### config.mk
export PLATFORM = sky130hd
export DESIGN_NAME = three_wire_rtc_serial_master
export DESIGN_NICKNAME = d
export VERILOG_FILES = /design/src/design/rtcsm_pkg.sv /design/src/design/three_wire_rtc_serial_master.sv /design/src/design/rtcsm_front.sv /design/src/design/rtcsm_queue.sv /design/src/design/rtcsm_back.sv
export SDC_FILE = /design/constraint.sdc
export NUM_CORES = 1
export LEC_CHECK = 0
export BUFFER_PORTS_ARGS = -buffer_cell sky130_fd_sc_hd__buf_2
export CAP_MARGIN = 20
export CORE_UTILIZATION = 60
export DETAILED_ROUTE_END_ITERATION = 6
export PLACE_DENSITY = 0.9
export SYNTH_ARGS = -nofsm -noshare
export SYNTH_HDL_FRONTEND = slang
export SYNTH_SLANG_ARGS = --single-unit
### constraint.sdc
create_clock -name aclk -period 8.58 [get_ports aclk]
set_input_delay 1.287 -clock aclk [delete_from_list [all_inputs] [get_ports aclk]]
set_output_delay 1.287 -clock aclk [all_outputs]
set_load 0.03 [all_outputs]
### src/design/rtcsm_pkg.sv
// ----------------------------------------------------------------------------
// rtcsm_pkg
// Types and constants shared by the three-wire RTC serial master.
// ----------------------------------------------------------------------------
package rtcsm_pkg;

    // Configuration register indexes
    localparam logic [7:0] CFG_HALF_PERIOD   = 8'd0;
    localparam logic [7:0] CFG_SAMPLE_OFFSET = 8'd1;

    localparam logic [15:0] HALF_PERIOD_RESET   = 16'd200;
    localparam logic [15:0] SAMPLE_OFFSET_RESET = 16'd10;

    // Bit counts of each transaction part
    localparam logic [4:0] SEND_BITS_READ  = 5'd8;
    localparam logic [4:0] SEND_BITS_WRITE = 5'd16;
    localparam logic [4:0] READ_BITS       = 5'd7;

    localparam logic [7:0] WRITE_CMD_MASK = 8'hFE;

    typedef enum logic [2:0] {
        PH_IDLE = 3'b001,
        PH_SEND = 3'b010,
        PH_READ = 3'b100
    } rtcsm_phase_t;

    // One timer tick as it arrives on the input channel
    typedef struct packed {
        logic       start_req;
        logic       mode;
        logic       format;
        logic [7:0] command_byte;
        logic [7:0] write_byte;
        logic       io_in;
    } rtcsm_in_t;

    // One result beat
    typedef struct packed {
        logic       chip_enable;
        logic       serial_clock;
        logic       io_out;
        logic       io_drive;
        logic       busy_res;
        logic       done_res;
        logic [6:0] read_raw;
        logic [6:0] read_value;
    } rtcsm_out_t;

    // Classified tick held in the queue between front and back
    typedef struct packed {
        logic        start_req;
        logic        read_mode;
        logic        hour_format;
        logic [15:0] send_word;
        logic        io_in;
    } rtcsm_tick_t;

    typedef struct packed {
        logic [15:0] half_period;
        logic [15:0] sample_offset;
    } rtcsm_cfg_t;

    // BCD decode with weights 1,2,4,8,10,20,40; hour format drops 20 and 40
    function automatic logic [6:0] rtcsm_decode(input logic [6:0] raw, input logic hour);
        logic [6:0] sum;
        sum = {3'b000, raw[3:0]};
        if (raw[4]) begin
            sum = sum + 7'd10;
        end
        if (!hour && raw[5]) begin
            sum = sum + 7'd20;
        end
        if (!hour && raw[6]) begin
            sum = sum + 7'd40;
        end
        return sum;
    endfunction

endpackage

### src/design/three_wire_rtc_serial_master.sv
// ----------------------------------------------------------------------------
// three_wire_rtc_serial_master
// Three-wire serial master for a real-time-clock chip, one timer tick per beat.
// ----------------------------------------------------------------------------
//
//  Channel  Ports                         Dir  Beat carries
//  -------  ----------------------------  ---  ---------------------------------
//  input    s_valid / s_ready / s_data    in   one timer tick (rtcsm_in_t)
//  result   m_valid / m_ready / m_data    out  pin levels and status (rtcsm_out_t)
//  config   cfg_valid / cfg_ready /       in   register index and 16-bit value
//           cfg_index / cfg_data
//
//  Throughput is one tick per clock cycle while the result beat is not stalled;
//  a tick waits in the tick queue, and the timing engine registers its result
//  beat on the edge that pops it.
//  The engine's state update loop sets that rate.
//  Reset (aresetn low, synchronous) empties the queue, drops the result beat and
//  returns the engine to idle with half_period 200 and sample_offset 10.
//  A stalled result holds the engine; the queue keeps taking ticks until full.
//  The config port is always ready; write it only while no tick is in flight.
//
module three_wire_rtc_serial_master
    import rtcsm_pkg::*;
#(
    parameter int QUEUE_DEPTH = 2
) (
    input  logic       aclk,
    input  logic       aresetn,
    input  logic       s_valid,
    output logic       s_ready,
    input  rtcsm_in_t  s_data,
    output logic       m_valid,
    input  logic       m_ready,
    output rtcsm_out_t m_data,
    input  logic       cfg_valid,
    output logic       cfg_ready,
    input  logic [7:0] cfg_index,
    input  logic [15:0] cfg_data
);

    rtcsm_cfg_t  cfg_reg;
    rtcsm_tick_t q_in, q_head;
    logic        q_push, q_pop, q_full, q_empty;

    // Configuration registers: accept every beat, ignore unknown indexes
    assign cfg_ready = 1'b1;

    always_ff @(posedge aclk) begin
        if (!aresetn) begin
            cfg_reg.half_period   <= HALF_PERIOD_RESET;
            cfg_reg.sample_offset <= SAMPLE_OFFSET_RESET;
        end else if (cfg_valid) begin
            unique case (cfg_index)
                CFG_HALF_PERIOD:   cfg_reg.half_period   <= cfg_data;
                CFG_SAMPLE_OFFSET: cfg_reg.sample_offset <= cfg_data;
                default: begin
                end
            endcase
        end
    end

    // Front: take ticks and build the shift word
    rtcsm_front u_front (
        .s_valid (s_valid),
        .s_ready (s_ready),
        .s_data  (s_data),
        .q_full  (q_full),
        .q_push  (q_push),
        .q_data  (q_in)
    );

    // Queue: decouple tick intake from the timing engine
    rtcsm_queue #(
        .DEPTH (QUEUE_DEPTH)
    ) u_queue (
        .aclk      (aclk),
        .aresetn   (aresetn),
        .push      (q_push),
        .push_data (q_in),
        .pop       (q_pop),
        .full      (q_full),
        .empty     (q_empty),
        .head      (q_head)
    );

    // Back: advance bit timing, shift out, sample in, hold the result beat
    rtcsm_back u_back (
        .aclk    (aclk),
        .aresetn (aresetn),
        .cfg     (cfg_reg),
        .q_empty (q_empty),
        .q_head  (q_head),
        .q_pop   (q_pop),
        .m_valid (m_valid),
        .m_ready (m_ready),
        .m_data  (m_data)
    );

    // A finished transaction shows idle pins
    a_done_idle: assert property (@(posedge aclk) disable iff (!aresetn)
        m_valid && m_data.done_res |-> !m_data.busy_res && m_data.io_drive
            && !m_data.serial_clock)
        else $error("done beat does not show idle pins");

    // The data pin is released only inside a transaction and then not driven high
    a_release_busy: assert property (@(posedge aclk) disable iff (!aresetn)
        m_valid && !m_data.io_drive |-> m_data.chip_enable && !m_data.io_out)
        else $error("data pin released outside a read");

    // The queue is never popped while empty, nor pushed while full
    a_queue_guard: assert property (@(posedge aclk) disable iff (!aresetn)
        !(q_pop && q_empty) && !(q_push && q_full))
        else $error("tick queue overrun or underrun");

    // A taken tick yields a result beat on the next edge
    a_pop_result: assert property (@(posedge aclk) disable iff (!aresetn)
        q_pop |=> m_valid)
        else $error("taken tick produced no result beat");

endmodule

### src/design/rtcsm_front.sv
// ----------------------------------------------------------------------------
// rtcsm_front
// Accepts ticks and classifies them: builds the shift word for the transfer.
// ----------------------------------------------------------------------------
module rtcsm_front
    import rtcsm_pkg::*;
(
    input  logic        s_valid,
    output logic        s_ready,
    input  rtcsm_in_t   s_data,
    input  logic        q_full,
    output logic        q_push,
    output rtcsm_tick_t q_data
);

    assign s_ready = !q_full;
    assign q_push  = s_valid && !q_full;

    // Write: command with bit 0 cleared, data byte behind it. Read: command as is.
    always_comb begin
        q_data.start_req   = s_data.start_req;
        q_data.read_mode   = s_data.mode;
        q_data.hour_format = s_data.format;
        q_data.io_in       = s_data.io_in;
        if (s_data.mode) begin
            q_data.send_word = {8'h00, s_data.command_byte};
        end else begin
            q_data.send_word = {s_data.write_byte, s_data.command_byte & WRITE_CMD_MASK};
        end
    end

endmodule

### src/design/rtcsm_queue.sv
// ----------------------------------------------------------------------------
// rtcsm_queue
// Short FIFO of classified ticks between front and back.
// ----------------------------------------------------------------------------
module rtcsm_queue
    import rtcsm_pkg::*;
#(
    parameter int DEPTH = 2
) (
    input  logic        aclk,
    input  logic        aresetn,
    input  logic        push,
    input  rtcsm_tick_t push_data,
    input  logic        pop,
    output logic        full,
    output logic        empty,
    output rtcsm_tick_t head
);

    localparam int PW = $clog2(DEPTH);
    localparam int CW = $clog2(DEPTH + 1);
    localparam logic [PW-1:0] LAST  = PW'(DEPTH - 1);
    localparam logic [CW-1:0] FULLC = CW'(DEPTH);

    rtcsm_tick_t   slot_reg [DEPTH];
    logic [PW-1:0] wr_ptr_reg, wr_ptr_next;
    logic [PW-1:0] rd_ptr_reg, rd_ptr_next;
    logic [CW-1:0] count_reg, count_next;

    assign full  = (count_reg == FULLC);
    assign empty = (count_reg == '0);
    assign head  = slot_reg[rd_ptr_reg];

    always_comb begin
        wr_ptr_next = wr_ptr_reg;
        rd_ptr_next = rd_ptr_reg;
        count_next  = count_reg;
        if (push) begin
            wr_ptr_next = (wr_ptr_reg == LAST) ? '0 : wr_ptr_reg + 1'b1;
        end
        if (pop) begin
            rd_ptr_next = (rd_ptr_reg == LAST) ? '0 : rd_ptr_reg + 1'b1;
        end
        if (push && !pop) begin
            count_next = count_reg + 1'b1;
        end else if (pop && !push) begin
            count_next = count_reg - 1'b1;
        end
    end

    always_ff @(posedge aclk) begin
        if (!aresetn) begin
            wr_ptr_reg <= '0;
            rd_ptr_reg <= '0;
            count_reg  <= '0;
        end else begin
            wr_ptr_reg <= wr_ptr_next;
            rd_ptr_reg <= rd_ptr_next;
            count_reg  <= count_next;
        end
    end

    always_ff @(posedge aclk) begin
        if (push) begin
            slot_reg[wr_ptr_reg] <= push_data;
        end
    end

endmodule

### src/design/rtcsm_back.sv
// ----------------------------------------------------------------------------
// rtcsm_back
// Bit timing engine: advances the transfer one tick per beat, holds the result.
// ----------------------------------------------------------------------------
module rtcsm_back
    import rtcsm_pkg::*;
(
    input  logic        aclk,
    input  logic        aresetn,
    input  rtcsm_cfg_t  cfg,
    input  logic        q_empty,
    input  rtcsm_tick_t q_head,
    output logic        q_pop,
    output logic        m_valid,
    input  logic        m_ready,
    output rtcsm_out_t  m_data
);

    rtcsm_phase_t phase_reg, phase_next;
    logic [15:0]  tick_reg, tick_next;
    logic [4:0]   bit_reg, bit_next;
    logic [15:0]  send_reg, send_next;
    logic [6:0]   recv_reg, recv_next;
    logic         read_mode_reg, read_mode_next;
    logic         hour_reg, hour_next;
    logic         clk_reg, clk_next;
    logic         done;
    logic [4:0]   bit_inc;
    logic         half_end;
    logic         out_valid_reg;
    rtcsm_out_t   out_reg, out_next;

    // Take a tick when the result slot is free or being emptied
    assign q_pop   = !q_empty && (!out_valid_reg || m_ready);
    assign bit_inc = bit_reg + 5'd1;
    // Half period of zero behaves as one
    assign half_end = ({1'b0, tick_reg} + 17'd1) >= {1'b0, cfg.half_period};

    always_comb begin
        phase_next     = phase_reg;
        tick_next      = tick_reg;
        bit_next       = bit_reg;
        send_next      = send_reg;
        recv_next      = recv_reg;
        read_mode_next = read_mode_reg;
        hour_next      = hour_reg;
        clk_next       = clk_reg;
        done           = 1'b0;
        unique case (phase_reg)
            PH_IDLE: begin
                if (q_head.start_req) begin
                    phase_next     = PH_SEND;
                    tick_next      = '0;
                    bit_next       = '0;
                    clk_next       = 1'b0;
                    read_mode_next = q_head.read_mode;
                    send_next      = q_head.send_word;
                    if (q_head.read_mode) begin
                        recv_next = '0;
                        hour_next = q_head.hour_format;
                    end
                end
            end
            PH_SEND, PH_READ: begin
                if (half_end) begin
                    tick_next = '0;
                    if (!clk_reg) begin
                        clk_next = 1'b1;
                    end else begin
                        clk_next = 1'b0;
                        bit_next = bit_inc;
                        if (phase_reg == PH_SEND) begin
                            send_next = send_reg >> 1;
                            if (bit_inc >= (read_mode_reg ? SEND_BITS_READ : SEND_BITS_WRITE))
                            begin
                                if (read_mode_reg) begin
                                    phase_next = PH_READ;
                                    bit_next   = '0;
                                end else begin
                                    phase_next = PH_IDLE;
                                    bit_next   = '0;
                                    send_next  = '0;
                                    done       = 1'b1;
                                end
                            end
                        end else if (bit_inc >= READ_BITS) begin
                            phase_next = PH_IDLE;
                            bit_next   = '0;
                            send_next  = '0;
                            done       = 1'b1;
                        end
                    end
                end else begin
                    tick_next = tick_reg + 16'd1;
                end
                // Sample the data pin inside the low half of a read bit
                if (phase_next == PH_READ && !clk_next && tick_next == cfg.sample_offset
                    && bit_next < READ_BITS) begin
                    recv_next[bit_next[2:0]] = recv_reg[bit_next[2:0]] | q_head.io_in;
                end
            end
            default: begin
                phase_next = PH_IDLE;
            end
        endcase
    end

    always_comb begin
        out_next.chip_enable  = (phase_next != PH_IDLE);
        out_next.busy_res     = (phase_next != PH_IDLE);
        out_next.serial_clock = clk_next;
        out_next.io_out       = (phase_next == PH_SEND) ? send_next[0] : 1'b0;
        out_next.io_drive     = (phase_next != PH_READ);
        out_next.done_res     = done;
        out_next.read_raw     = recv_next;
        out_next.read_value   = rtcsm_decode(recv_next, hour_next);
    end

    always_ff @(posedge aclk) begin
        if (!aresetn) begin
            phase_reg     <= PH_IDLE;
            tick_reg      <= '0;
            bit_reg       <= '0;
            send_reg      <= '0;
            recv_reg      <= '0;
            read_mode_reg <= 1'b0;
            hour_reg      <= 1'b0;
            clk_reg       <= 1'b0;
            out_valid_reg <= 1'b0;
        end else begin
            if (q_pop) begin
                phase_reg     <= phase_next;
                tick_reg      <= tick_next;
                bit_reg       <= bit_next;
                send_reg      <= send_next;
                recv_reg      <= recv_next;
                read_mode_reg <= read_mode_next;
                hour_reg      <= hour_next;
                clk_reg       <= clk_next;
                out_valid_reg <= 1'b1;
            end else if (m_ready) begin
                out_valid_reg <= 1'b0;
            end
        end
    end

    always_ff @(posedge aclk) begin
        if (q_pop) begin
            out_reg <= out_next;
        end
    end

    assign m_valid = out_valid_reg;
    assign m_data  = out_reg;

endmodule

# ---- Word level (Yosys, flattened, before mapping)
# Memory sizes are Yosys's and may differ from the RTL's. A register that Yosys moved wholly into a read port is not among the register bits.
# Cells that the tools add are included.
dict set report op_classes {
  addsub 10
  n_lt_le_gt_ge 6
  n_eq_ne 14
  muxes 65
  bitwise 1
  reduce_logical 30
}
# cell count
set ops {}
lappend ops {{$mux 16} 10}
lappend ops {{$pmux 16 s2} 2}
lappend ops {{$mux 7} 6}
lappend ops {{$mux 5} 8}
lappend ops {{$mux 3} 8}
lappend ops {{$mux 1} 21}
lappend ops {{$add 16x1->17 const B} 1}
lappend ops {{$ge 17x16->1} 1}
lappend ops {{$add 16x1->16 const B} 1}
lappend ops {{$eq 16x16->1} 1}
lappend ops {{$mux 15} 1}
lappend ops {{$pmux 7 s2} 1}
lappend ops {{$logic_and 1x1->1} 10}
lappend ops {{$pmux 5 s2} 1}
lappend ops {{$reduce_and 3->1} 3}
lappend ops {{$eq 8x1->1 const B} 1}
lappend ops {{$logic_not 8->1} 1}
lappend ops {{$add 7x5->7 const B} 1}
lappend ops {{$add 7x6->7 const B} 1}
lappend ops {{$bwmux 7} 1}
lappend ops {{$logic_not 1->1} 7}
lappend ops {{$eq 3x2->1 const B} 2}
lappend ops {{$eq 3x3->1 const B} 2}
lappend ops {{$ne 3x1->1 const B} 2}
lappend ops {{27 further kinds} 33}
dict set report word_totals {
  ff_bits 106
  mem_bits_rw 40
  input_bits 49
  out_inout_bits 23
  wordCells 149
  n_memories 1
}
# memory words width read_ports rd_clocked_by_memory_dff write_ports line
set mem_list {}
lappend mem_list {u_queue.slot_reg 2 20 1 1 1 rtcsm_queue.sv:25} ;# rtcsm_tick_t slot_reg [DEPTH];

# ---- Depth between registers and ports, before layout
dict set report depth {
  depth_word 20
  mapped_depth 29
  ltp_nobuf 28
}

# ---- Modules after synthesis
# A second synthesis with hierarchy kept.
dict set report hier_totals {
  cells_unflattened 803
  hier_area_um2 7861.3
}
# module n_inst cells_each area_per_inst_um2 seq_area_each_um2
set by_module_without_submodules {}
lappend by_module_without_submodules {rtcsm_back 1 565 4718.3 1561.5}
lappend by_module_without_submodules {rtcsm_queue 1 84 1655.3 1301.2}
lappend by_module_without_submodules {three_wire_rtc_serial_master 1 132 1317.5 640.6}
lappend by_module_without_submodules {rtcsm_front 1 22 170.2 0.0}

# ---- Least setup slack after synthesis
# OpenSTA, ideal clock, no wires.
dict set report synth_timing {
  kind {register to register}
  startpoint {register u_back.tick_reg[0]}
  endpoint {register u_back.out_reg, in the netlist u_back.m_data[4] (data pin)}
  setup_ps 260
  arrival_time_ps 5810
  required_ps 8320
  path_slack_ps 2510
  path_stages_with_launch 27
  n_path_buf 0
  synth_period_minus_slack_ps 6070
  path_cell_list {dfxtp_1 ha_1 nand3_2 nor4_1 xor2_1 ha_1 a21oi_1 o21ai_0 a31oi_1 o22ai_1 o41ai_1 a21bo_2 a211o_1 nor4_1 o31ai_1 or2_2 ha_1 inv_1 o211a_1 nor2_1 ha_1 nor2_1 o21ai_0 a221oi_2 or2_1 ha_1 mux2_2}
}
# element line
set synth_rtl {}
lappend synth_rtl {{start: declaration} rtcsm_back.sv:20} ;# logic [15:0] tick_reg, tick_next;
lappend synth_rtl {{start signal: assignment} rtcsm_back.sv:133} ;# tick_reg <= tick_next;
lappend synth_rtl {{end signal: assignment} rtcsm_back.sv:149} ;# out_reg <= out_next;
lappend synth_rtl {{end: declaration} rtcsm_back.sv:31} ;# rtcsm_out_t out_reg, out_next;

==> flow_summary_export.csv <==
group,metric,value,unit
grt,grt_pass1_wl,30200,um
timing,finalCritPeriodShare,83.2,%
timing,setup_viol,0,
placed_design,dp_hpwl,12100,um
logic_synthesis,synth_cells,825,
setup_path,cp-end-kind,"register",
timing,rsz0062_at_grt,"false",
clocking,cts.path.max_buffers,2,
setup_path,required,8.75,ns
setup_path,path_class,"reg2reg",
timing,max-slew-margin-rel,25.7,%
placed_design,placedInstanceArea,8470,um2
clocking,ctsRootBufferMaster,"clkbuf_16",
grt,overflow,0,
finish,most-common-layout-cells,"dfxtp_1, nand2_1, buf_2, edfxtp_1",
timing,whs,0.474,ns
logic_synthesis,synth-edff-count,58,
setup_path,cp-start-kind,"register",
clocking,clkTransAtPathRegs,0.06,ns
logic_synthesis,yosys.cell_types.count,86,
grt,track_usage,27.4,%
finish,drive_gt1_share,15.0,%
finish,multi_input_area,4200,um2
logic_synthesis,ys_async_sr_fraction,0,%
clocking,cts.htree.levels,4,
logic_synthesis,syn_avg_cell_area,9.73,um2
floorplan,start_util,62.6,%
logic_synthesis,synth_nets,900,
finish,layout_commonest_cell,"dfxtp_1",
drt,vias,6384,
logic_synthesis,seq_area_frac_synth,43.7,%
flow_run,drv_cap,0,
timing,period_minus_slack,7.14,ns
placed_design,place_ws,1.66,ns
grt,first_global_vias,6169,
drt,dr.pass1.iters,5,
outcome,status,"finished, final reports clean",
floorplan,num_io_pins,72,
finish,area_delta_synth_final,13.7,%
power_and_ir_drop,leakage,3.68,nW
timing,drv_slew,0,
clocking,ctsHoldBuffers,0,
finish,fillCellCount,964,
clocking,cts_tree,"done",
floorplan,core_region_area,12800,um2
drt,drc,0,
clocking,post_cts_buffers,0,
floorplan,die_x,118,um
finish,design_area,9120,um2
finish,fin_nets,958,
logic_synthesis,synthesis.area,8020,um2
timing,setup-tns-final,0,ns
drt,avgRoutedWirePerCell,16.9,um
logic_synthesis,yosys_warnings,0,
placed_design,place.gp.congestion,0.919,
power_and_ir_drop,ir_drop,0.203,mV
grt,grt_max_degree,89,
power_and_ir_drop,cellPowerDensity,260,nW/um2
power_and_ir_drop,power,2.37,mW
logic_synthesis,synth_flop_cell,"dfxtp_1",
clocking,clock_sink_count,146,
floorplan,row_count,41,
worst_hold_path,worstHoldPathType,"reg2reg",
placed_design,portBuffers,70,
timing,tightest_slew,1.11,ns
finish,largest_register_ffs,40,
floorplan,die_area,13800,um2
setup_path,path_max_fanout,9,
drt,finalWirelength,18000,um
timing,worst_slack,1.44,ns
grt,antenna_found_initial,0,
clocking,cts-resized-gates,0,
drt,drt-vias-per-instance,5.98,
drt,initialDrtViolationCount,680,
clocking,cts_buffers,17,
drt,ant_nets,0,
timing,skew,0.0132,ns
clocking,clk-insertion-delay-late,0.43,ns
timing,fmax,140,MHz
finish,final-seq-area,3500,um2
floorplan,die_h,118,um
logic_synthesis,synth-seq-cells,146,
finish,diodes,0,
setup_path,cp.arrival,7.31,ns
timing,hold_viol_final,0,
-- cell families after synthesis --
group,share of synthesized area [%]
AO/OA/AOI/OAI,16.7
XOR/XNOR,4.27
adder cells (fa/ha/maj),4.05
buffers and inverters,4.07
flip-flops,43.7
multiplexers,6.92
other,0.0467
AND/OR/NAND/NOR,20.2
-- routing by layer --
layer  share of wire, %  vias to the layer above  GRT usage [%]
li1                   -                     3108              -
met1                 42                     2956           34.4
met2                 47                      259           44.9
met3                6.8                       61           5.86
met4                3.9                        0           12.7
met5                  0                        -              0
-- worst max-delay path: stages, from the launching register on --
cell      delay [ns]
dfxtp_1         0.46
ha_1            0.26
nand3_2         0.21
nor4_1          0.47
xor2_1          0.22
ha_1            0.37
nand2_1         0.06
o21ai_0         0.17
a31oi_1         0.19
o22ai_1         0.67
nor2_1          0.27
a221oi_2        0.60
nand3_1         0.21
nor3_1          0.27
mux2i_1         0.51
ha_1            0.23
inv_1           0.06
a211oi_2        0.22
nor2_1          0.09
ha_1            0.20
nor2_1          0.14
o21ai_0         0.14
a221oi_2        0.22
or2_1           0.15
ha_1            0.22
mux2_2          0.27
-- worst paths after layout --
kind / from / endpoint / slack, ns / depth (start not counted)
setup / recovery: u_back.tick_reg[0]$_SDFFE_PN0P_ / u_back.m_data[4]$_DFFE_PP_ / 1.44 / 25
hold / removal: u_back.hour_reg$_SDFFE_PN0P_ / u_back.hour_reg$_SDFFE_PN0P_ / 0.47 / 2
setup reg to reg: u_back.tick_reg[0]$_SDFFE_PN0P_ / u_back.m_data[4]$_DFFE_PP_ / 1.44 / 25
hold reg to reg: u_back.hour_reg$_SDFFE_PN0P_ / u_back.hour_reg$_SDFFE_PN0P_ / 0.47 / 2
-- where the power goes --
part	total, mW	switching (mW)	internal [mW]
Sequential	0.906	0.0509	0.856
Clock	0.801	0.280	0.521
Combinational	0.660	0.443	0.217
Total	2.37	0.774	1.59
-- Yosys cell counts (all sizes together) (18+ instances only) --
master  number  area [um2]
dfxtp       88        1760
nand2       78         295
edfxtp      58        1740
nor2        54         205
nor2b       52         325
mux2i       51         510
inv         43         164
o21ai       42         210
and2        31         194
clkbuf      31         116
a21oi       30         161
ha          26         325
nand3       18         100
-- area by class of cell --
| class | instances | area share [%] |
|---|---|---|
| multi-input cells | 598 | 46.0 |
| inverters | 44 | 1.84 |
| flip-flops and latches | 146 | 38.4 |
| clock inverters | 11 | 2.03 |
| well taps | 172 | 2.36 |
| clock buffers | 21 | 4.94 |
| repair buffers | 76 | 4.42 |
-- through the flow --
step           cells  utilization, %
2_1_floorplan    825               -
3_3_place_gp    1035            66.0
3_5_place_dp    1035            66.0
4_1_cts         1067            71.0
5_1_grt         1068            71.1
6_report        1068            71.1
Power figures use the tool's default switching activity.
